===== src/hdl/eck_pkg.sv =====
// Shared types, constants and operation codes for the enzyme complex kinetics block.
// Used by the channel interfaces, the arithmetic unit, the sequencer and the top level.
// No dependencies.
`default_nettype none

package eck_pkg;

  localparam int FracBits    = 24;
  localparam int DataW       = 48;
  localparam int ExpBits     = 48;
  localparam int TaylorTerms = 12;
  localparam int MaxSubst    = 2;
  // operand width of the shared unit: one spare bit for exp(-y) values up to 1.0
  localparam int MulW        = ExpBits + 1;
  localparam int CfgAddrW    = 6;
  localparam int CfgDataW    = 64;

  localparam logic [DataW-1:0] VMax     = '1;
  localparam logic [DataW-1:0] QOne     = DataW'(1) << FracBits;
  localparam logic [DataW-1:0] ExpLimit = DataW'(44) << FracBits;

  // complex_mode codes
  localparam logic [1:0] ModeMassAction = 2'd0;
  localparam logic [1:0] ModeMm         = 2'd1;
  localparam logic [1:0] ModeLegacy     = 2'd2;

  // register indexes (paddr[5:3])
  localparam logic [2:0] RegRateBind      = 3'd0;
  localparam logic [2:0] RegRateUnbind    = 3'd1;
  localparam logic [2:0] RegRateCatalysis = 3'd2;
  localparam logic [2:0] RegTimeStep      = 3'd3;
  localparam logic [2:0] RegComplexMode   = 3'd4;
  localparam logic [2:0] RegInitComplex   = 3'd5;

  typedef enum logic [1:0] {
    OP_QMUL,  // (a*b) >> FracBits, saturating
    OP_EMUL,  // (a*b) >> ExpBits
    OP_QDIV,  // (a << FracBits) / b, saturating, /0 gives max
    OP_IDIV   // a / b, integer
  } alu_op_e;

  typedef struct packed {
    logic            start;
    alu_op_e         op;
    logic [MulW-1:0] a;
    logic [MulW-1:0] b;
  } alu_req_t;

  typedef struct packed {
    logic            done;
    logic [MulW-1:0] res;
  } alu_rsp_t;

  typedef struct packed {
    logic [DataW-1:0] rate_bind;
    logic [DataW-1:0] rate_unbind;
    logic [DataW-1:0] rate_catalysis;
    logic [DataW-1:0] time_step;
    logic [1:0]       complex_mode;
  } cfg_t;

endpackage

`default_nettype wire


===== src/hdl/eck_alu.sv =====
// Shared iterative arithmetic unit: chunked multiplier and restoring divider.
// Depends on eck_pkg.
`default_nettype none

module eck_alu (
  input  logic              clk_i,
  input  logic              rst_ni,
  input  eck_pkg::alu_req_t req_i,
  output eck_pkg::alu_rsp_t rsp_o
);

  localparam int ChunkW = 17;
  localparam int NChunk = (eck_pkg::MulW + ChunkW - 1) / ChunkW;
  localparam int BExtW  = NChunk * ChunkW;
  localparam int AccW   = eck_pkg::MulW + BExtW;
  localparam int PpW    = eck_pkg::MulW + ChunkW;
  localparam int DvdW   = eck_pkg::DataW + eck_pkg::FracBits;
  localparam int CntW   = $clog2(DvdW);
  localparam int MulW   = eck_pkg::MulW;
  localparam int DataW  = eck_pkg::DataW;

  typedef enum logic [1:0] {ST_IDLE, ST_MUL, ST_DIV} alu_st_e;

  alu_st_e           state_q;
  eck_pkg::alu_op_e  op_q;
  logic [MulW-1:0]   a_q;
  logic [BExtW-1:0]  b_q;
  logic [AccW-1:0]   acc_q;
  logic [DvdW-1:0]   dvd_q;
  logic [DvdW-1:0]   quo_q;
  logic [MulW-1:0]   rem_q;
  logic [MulW-1:0]   dsr_q;
  logic [CntW-1:0]   cnt_q;
  logic [MulW-1:0]   res_q;
  logic              done_q;

  logic [ChunkW-1:0] chunk;
  logic [PpW-1:0]    pp;
  logic [AccW-1:0]   acc_nxt;
  logic [AccW-1:0]   qsh;
  logic [AccW-1:0]   esh;
  logic [MulW-1:0]   mul_res;
  logic [MulW:0]     part;
  logic              fits;
  logic [MulW:0]     diff;
  logic [MulW-1:0]   rem_nxt;
  logic [DvdW-1:0]   quo_nxt;
  logic [MulW-1:0]   div_res;

  // multiply: one chunk of b per cycle, most significant first
  assign chunk   = b_q[BExtW-1 -: ChunkW];
  assign pp      = PpW'(a_q) * PpW'(chunk);
  assign acc_nxt = (acc_q << ChunkW) + AccW'(pp);
  assign qsh     = acc_nxt >> eck_pkg::FracBits;
  assign esh     = acc_nxt >> eck_pkg::ExpBits;

  always_comb begin
    if (op_q == eck_pkg::OP_QMUL) begin
      mul_res = (|qsh[AccW-1:DataW]) ? {1'b0, eck_pkg::VMax} : {1'b0, qsh[DataW-1:0]};
    end else begin
      mul_res = esh[MulW-1:0];
    end
  end

  // divide: one quotient bit per cycle
  assign part    = {rem_q, dvd_q[DvdW-1]};
  assign fits    = part >= {1'b0, dsr_q};
  assign diff    = part - {1'b0, dsr_q};
  assign rem_nxt = fits ? diff[MulW-1:0] : part[MulW-1:0];
  assign quo_nxt = {quo_q[DvdW-2:0], fits};

  always_comb begin
    if (op_q == eck_pkg::OP_QDIV) begin
      div_res = (|quo_nxt[DvdW-1:DataW]) ? {1'b0, eck_pkg::VMax}
                                         : {1'b0, quo_nxt[DataW-1:0]};
    end else begin
      div_res = quo_nxt[MulW-1:0];
    end
  end

  // sequencing of the unit
  always_ff @(posedge clk_i or negedge rst_ni) begin
    if (!rst_ni) begin
      state_q <= ST_IDLE;
      done_q  <= 1'b0;
      cnt_q   <= '0;
      op_q    <= eck_pkg::OP_QMUL;
    end else begin
      done_q <= 1'b0;
      unique case (state_q)
        ST_IDLE: begin
          if (req_i.start) begin
            op_q <= req_i.op;
            if (req_i.op == eck_pkg::OP_QMUL || req_i.op == eck_pkg::OP_EMUL) begin
              a_q     <= req_i.a;
              b_q     <= BExtW'(req_i.b);
              acc_q   <= '0;
              cnt_q   <= CntW'(NChunk - 1);
              state_q <= ST_MUL;
            end else if (req_i.b == '0) begin
              res_q  <= {1'b0, eck_pkg::VMax};
              done_q <= 1'b1;
            end else begin
              rem_q <= '0;
              quo_q <= '0;
              dsr_q <= req_i.b;
              if (req_i.op == eck_pkg::OP_QDIV) begin
                dvd_q <= DvdW'(req_i.a[DataW-1:0]) << eck_pkg::FracBits;
                cnt_q <= CntW'(DvdW - 1);
              end else begin
                dvd_q <= {req_i.a, (DvdW - MulW)'(0)};
                cnt_q <= CntW'(MulW - 1);
              end
              state_q <= ST_DIV;
            end
          end
        end
        ST_MUL: begin
          acc_q <= acc_nxt;
          b_q   <= b_q << ChunkW;
          if (cnt_q == '0) begin
            res_q   <= mul_res;
            done_q  <= 1'b1;
            state_q <= ST_IDLE;
          end else begin
            cnt_q <= cnt_q - 1'b1;
          end
        end
        ST_DIV: begin
          rem_q <= rem_nxt;
          quo_q <= quo_nxt;
          dvd_q <= dvd_q << 1;
          if (cnt_q == '0) begin
            res_q   <= div_res;
            done_q  <= 1'b1;
            state_q <= ST_IDLE;
          end else begin
            cnt_q <= cnt_q - 1'b1;
          end
        end
        default: state_q <= ST_IDLE;
      endcase
    end
  end

  assign rsp_o.done = done_q;
  assign rsp_o.res  = res_q;

endmodule

`default_nettype wire


===== config.mk =====
export PLATFORM = sky130hd
export DESIGN_NAME = eck_alu
export DESIGN_NICKNAME = d
export VERILOG_FILES = /design/src/hdl/eck_pkg.sv /design/src/hdl/eck_alu.sv
export SDC_FILE = /design/constraint.sdc
export NUM_CORES = 2
export LEC_CHECK = 0
export ABC_AREA = 1
export BUFFER_PORTS_ARGS = -buffer_cell sky130_fd_sc_hd__buf_2
export CORE_AREA = 5 5 334 336
export DETAILED_ROUTE_END_ITERATION = 7
export DIE_AREA = 0 0 339 341
export GPL_TIMING_DRIVEN = 1
export PLACE_DENSITY_LB_ADDON = 0.08
export SYNTH_ARGS = -nofsm -noshare
export SYNTH_HDL_FRONTEND = slang
export SYNTH_SLANG_ARGS = --single-unit

===== constraint.sdc =====
create_clock -name clk_i -period 9.5 [get_ports clk_i]
set_clock_uncertainty 0.05 [all_clocks]
set_input_delay 0 -clock clk_i [delete_from_list [all_inputs] [get_ports clk_i]]
set_output_delay 0 -clock clk_i [all_outputs]
set_load 0.01 [all_outputs]

==> summary.md <==
| Metric | Value |
|---|---|
| Number of nets in the synthesized netlist | `8055` |
| Cell area after technology mapping | `54670 sq um` |
| Area post-placement | `56940 sq um` |
| Wire length of the first global-routing pass | `about 280000 microns` |
| Residual DRC | `0` |
| Clock transition at the registers of the reported paths | `0.06 ns` |
| Delay-heaviest family, CP | `adder cells` |
| Buffers inserted during post-CTS setup optimization | `0` |
| Worst Hold Launch | `req_i[66]` |
| Worst reg-to-reg path cell count | `33` |
| Highest-delay cell along the critical path | `edfxtp_1` |
| Number of clock sinks | `roughly 460` |
| Final antenna-violating net count | `0` |
| Ratio of cells with drive above 1 in the final layout | `6.641%` |
| Global route overflow | `0` |
| Final Wtd Congestion | `approximately 1` |
| Drt first pass iters | `6` |
| Critical path buffers and inverters | `10` |
| Estimated wirelength of the detail-placed design | `146100 microns` |
| Share of synthesized registers carrying an async set or reset | `2.597%` |
| Most frequent cells in the layout | `nand2_1, inv_1, fa_1` |
| Mean instance size in the synthesized netlist | `7.827 sq um` |
| TritonCTS clock tree | `yes` |
| Violation count after the first detailed-route iteration | `3458` |
| Total of endpoints with negative setup slack in the final report | `0` |
| Count of yosys warnings during synthesis | `0` |
| Unrepaired setup endpoints after global routing | `false` |
| Minimum period implied by the final worst setup slack | `9.040 ns` |
| Count of flip-flops with a built-in enable after synthesis | `450` |
| Antenna violations before repair | `0` |
| Total of cells resized after clock tree synthesis | `0` |
| Number of vias per cell after detailed routing | `roughly 5.2` |
| Required time of the critical path | `between 9 and 10 ns` |
| Total CTS buffers | `55` |
| Hold-critical path depth | `2` |
| Total Routed Length | `182200 microns` |
| Layout Area Growth over Synthesis | `9.340%` |
| Startpoint type of the worst setup path | `flip-flop` |
| Maximum capacitance violations | `0` |
| Clock Tree Buf Depth | `3` |
| Chip Width | `339 microns` |
| Worst flop-to-flop path endpoint | `res_q[40]` |
| Non-Filler Cell Area, Final | `around 60000 sq um` |
| Highest Clock Rate | `110.6 MHz` |
| Starting density of the core | `50.51%` |
| Antenna Cells | `0` |
| Post-synthesis register bit count | `462` |
| Number of H-tree branching levels | `2` |
| Count of fill cells added during filler insertion | `10370` |
| Post-detailed-route wirelength per cell | `21.27 microns` |
| Reg-to-Reg Start | `b_q[41]` |
| Part of the cycle the worst path needs | `between 90% and 100%` |
| Vias in the first global route | `46320` |
| FP Rows | `121` |
| Capture endpoint of the worst hold path | `a_q[17]` |
| Crit-path most repeated cell | `nand2_1` |
| Most common flop cell mapped by yosys | `edfxtp_1` |
| Hold Worst Slack | `0.03840 ns` |
| Vias | `44670` |
| Root Buffer Master | `clkbuf_16` |
| Hold Vio Cnt, Final | `0` |
| Number of distinct library cells after synthesis | `50` |
| Crit path DAT | `9.43 ns` |
| Most common cell after layout, fill and taps aside | `nand2_1` |
| Reg-to-reg setup timing slack | `0.46 ns` |
| Total number of nets in the final design | `8178` |
| Later-pin clock latency in the skew report | `around 0.7 ns` |
| Global-route usage over all layers | `31.85%` |
| CP Class | `reg2reg` |
| Max-Slew Margin vs Limit | `between 4 and 5%` |
| Worst min path class | `in2reg` |
| Vertical die dimension | `341 microns` |
| I/O pin count | `153` |
| Count of port buffers added during placement | `about 150` |
| Proportion of synthesized chip area in sequential cells | `approximately a quarter` |
| Worst path max stage delay | `1.30 ns` |
| Crit. End Element | `flip-flop` |
| Area of the core | `108200 sq um` |
| Post-route setup TNS | `0 ns` |
| Overall die area | `about 120000 sq um` |
| Post-synthesis instance total | `about 7000` |
| Maximum fanout along the worst path | `22` |
| Transition time at the pin with the least slew margin | `1.438 ns` |
| Result of the run | `completed` |
| Final-report max-slew violation count | `0` |
| Pin count of the biggest net entering global routing | `92` |
| Cts-stage hold buffer count | `109` |
## worst max-delay path by stage
stage,endpoint,depth (start not counted),start
floorplan,dvd_q[23],6,state_q[0]
global placement,res_q[2],34,b_q[39]
detailed placement,res_q[40],33,b_q[41]
CTS,res_q[40],33,b_q[41]
global route,res_q[40],33,b_q[41]
finish,res_q[40],33,b_q[41]
## metal layers
layer  wire [microns]  share of wire (%)  vias up  GRT usage (%)
met5                0                  0        -              0
met4             7447                4.1        0          11.10
met3            11550                6.3      377          4.431
met2            86290                 47     1552          53.98
met1            76960                 42    21990          42.29
li1                 -                  -    20750              -
## per-stage QoR
stage          setup slack, ns  std cells  utilization, %
6_report                0.4602       8567           55.22
5_1_grt                 0.2974       8567           55.22
4_1_cts                 0.6740       8567           55.22
3_5_place_dp            0.6753       8356           52.60
3_3_place_gp            0.7357       8356           52.60
2_1_floorplan           0.4996       6985               -
## synthesized netlist by cell type, types with 9 or more instances
master / instances / area [sq um]
a21o_1: 14 / 105.1
a21oi_1: 218 / 1091
a31oi_1: 59 / 369.1
buf_1: 14 / 52.55
buf_2: 10 / 50.05
clkbuf_1: 243 / 912.1
clkinv_1: 10 / 37.54
dfrtp_1: 12 / 300.3
edfxtp_1: 450 / 13510
fa_1: 754 / 15090
ha_1: 213 / 2665
inv_1: 1810 / 6794
inv_2: 44 / 165.2
nand2_1: 2049 / 7691
nand2_2: 15 / 93.84
nand3_1: 128 / 640.6
nand3_2: 28 / 280.3
nand3b_1: 13 / 97.59
nand4_1: 44 / 275.3
nor2_1: 457 / 1715
nor2_2: 38 / 237.7
nor2_4: 9 / 101.4
nor3_1: 31 / 155.2
nor4_1: 20 / 125.1
o21ai_0: 134 / 670.6
o21bai_1: 9 / 67.56
xnor2_1: 42 / 367.9
xor2_1: 50 / 437.9
## sequential cells by signal (all words and copies together) (netlist names)
name	cells
a_q	49
acc_q	83
b_q	51
cnt_q	7
done_q	1
dsr_q	49
dvd_q	49
op_q	2
quo_q	71
rem_q	49
res_q	49
state_q	2
## cell type report
cell class	count	area [sq um]	area share, %
clock inverter	33	317.8	0.5316
timing repair buffer	341	2615	4.375
sequential	462	13810	23.11
clock buffer	69	1429	2.390
multi-input combinational	4384	32830	54.93
tap	1414	1769	2.960
inverter	1864	7000	11.71
## kinds of logic (layout without fill, tap and decap cells)
kind of cell	after synthesis	in the layout	synth area share, %
adder cells (fa/ha/maj)	967	967	32.48
XOR/XNOR	92	92	1.474
buffers and inverters	2139	2307	14.83
AND/OR/NAND/NOR	2857	2857	21.25
AO/OA/AOI/OAI	468	468	4.694
flip-flops	462	462	25.27
Power is not shown: default switching activity piles up to over one toggle a cycle in this logic, so the estimate is an artifact.
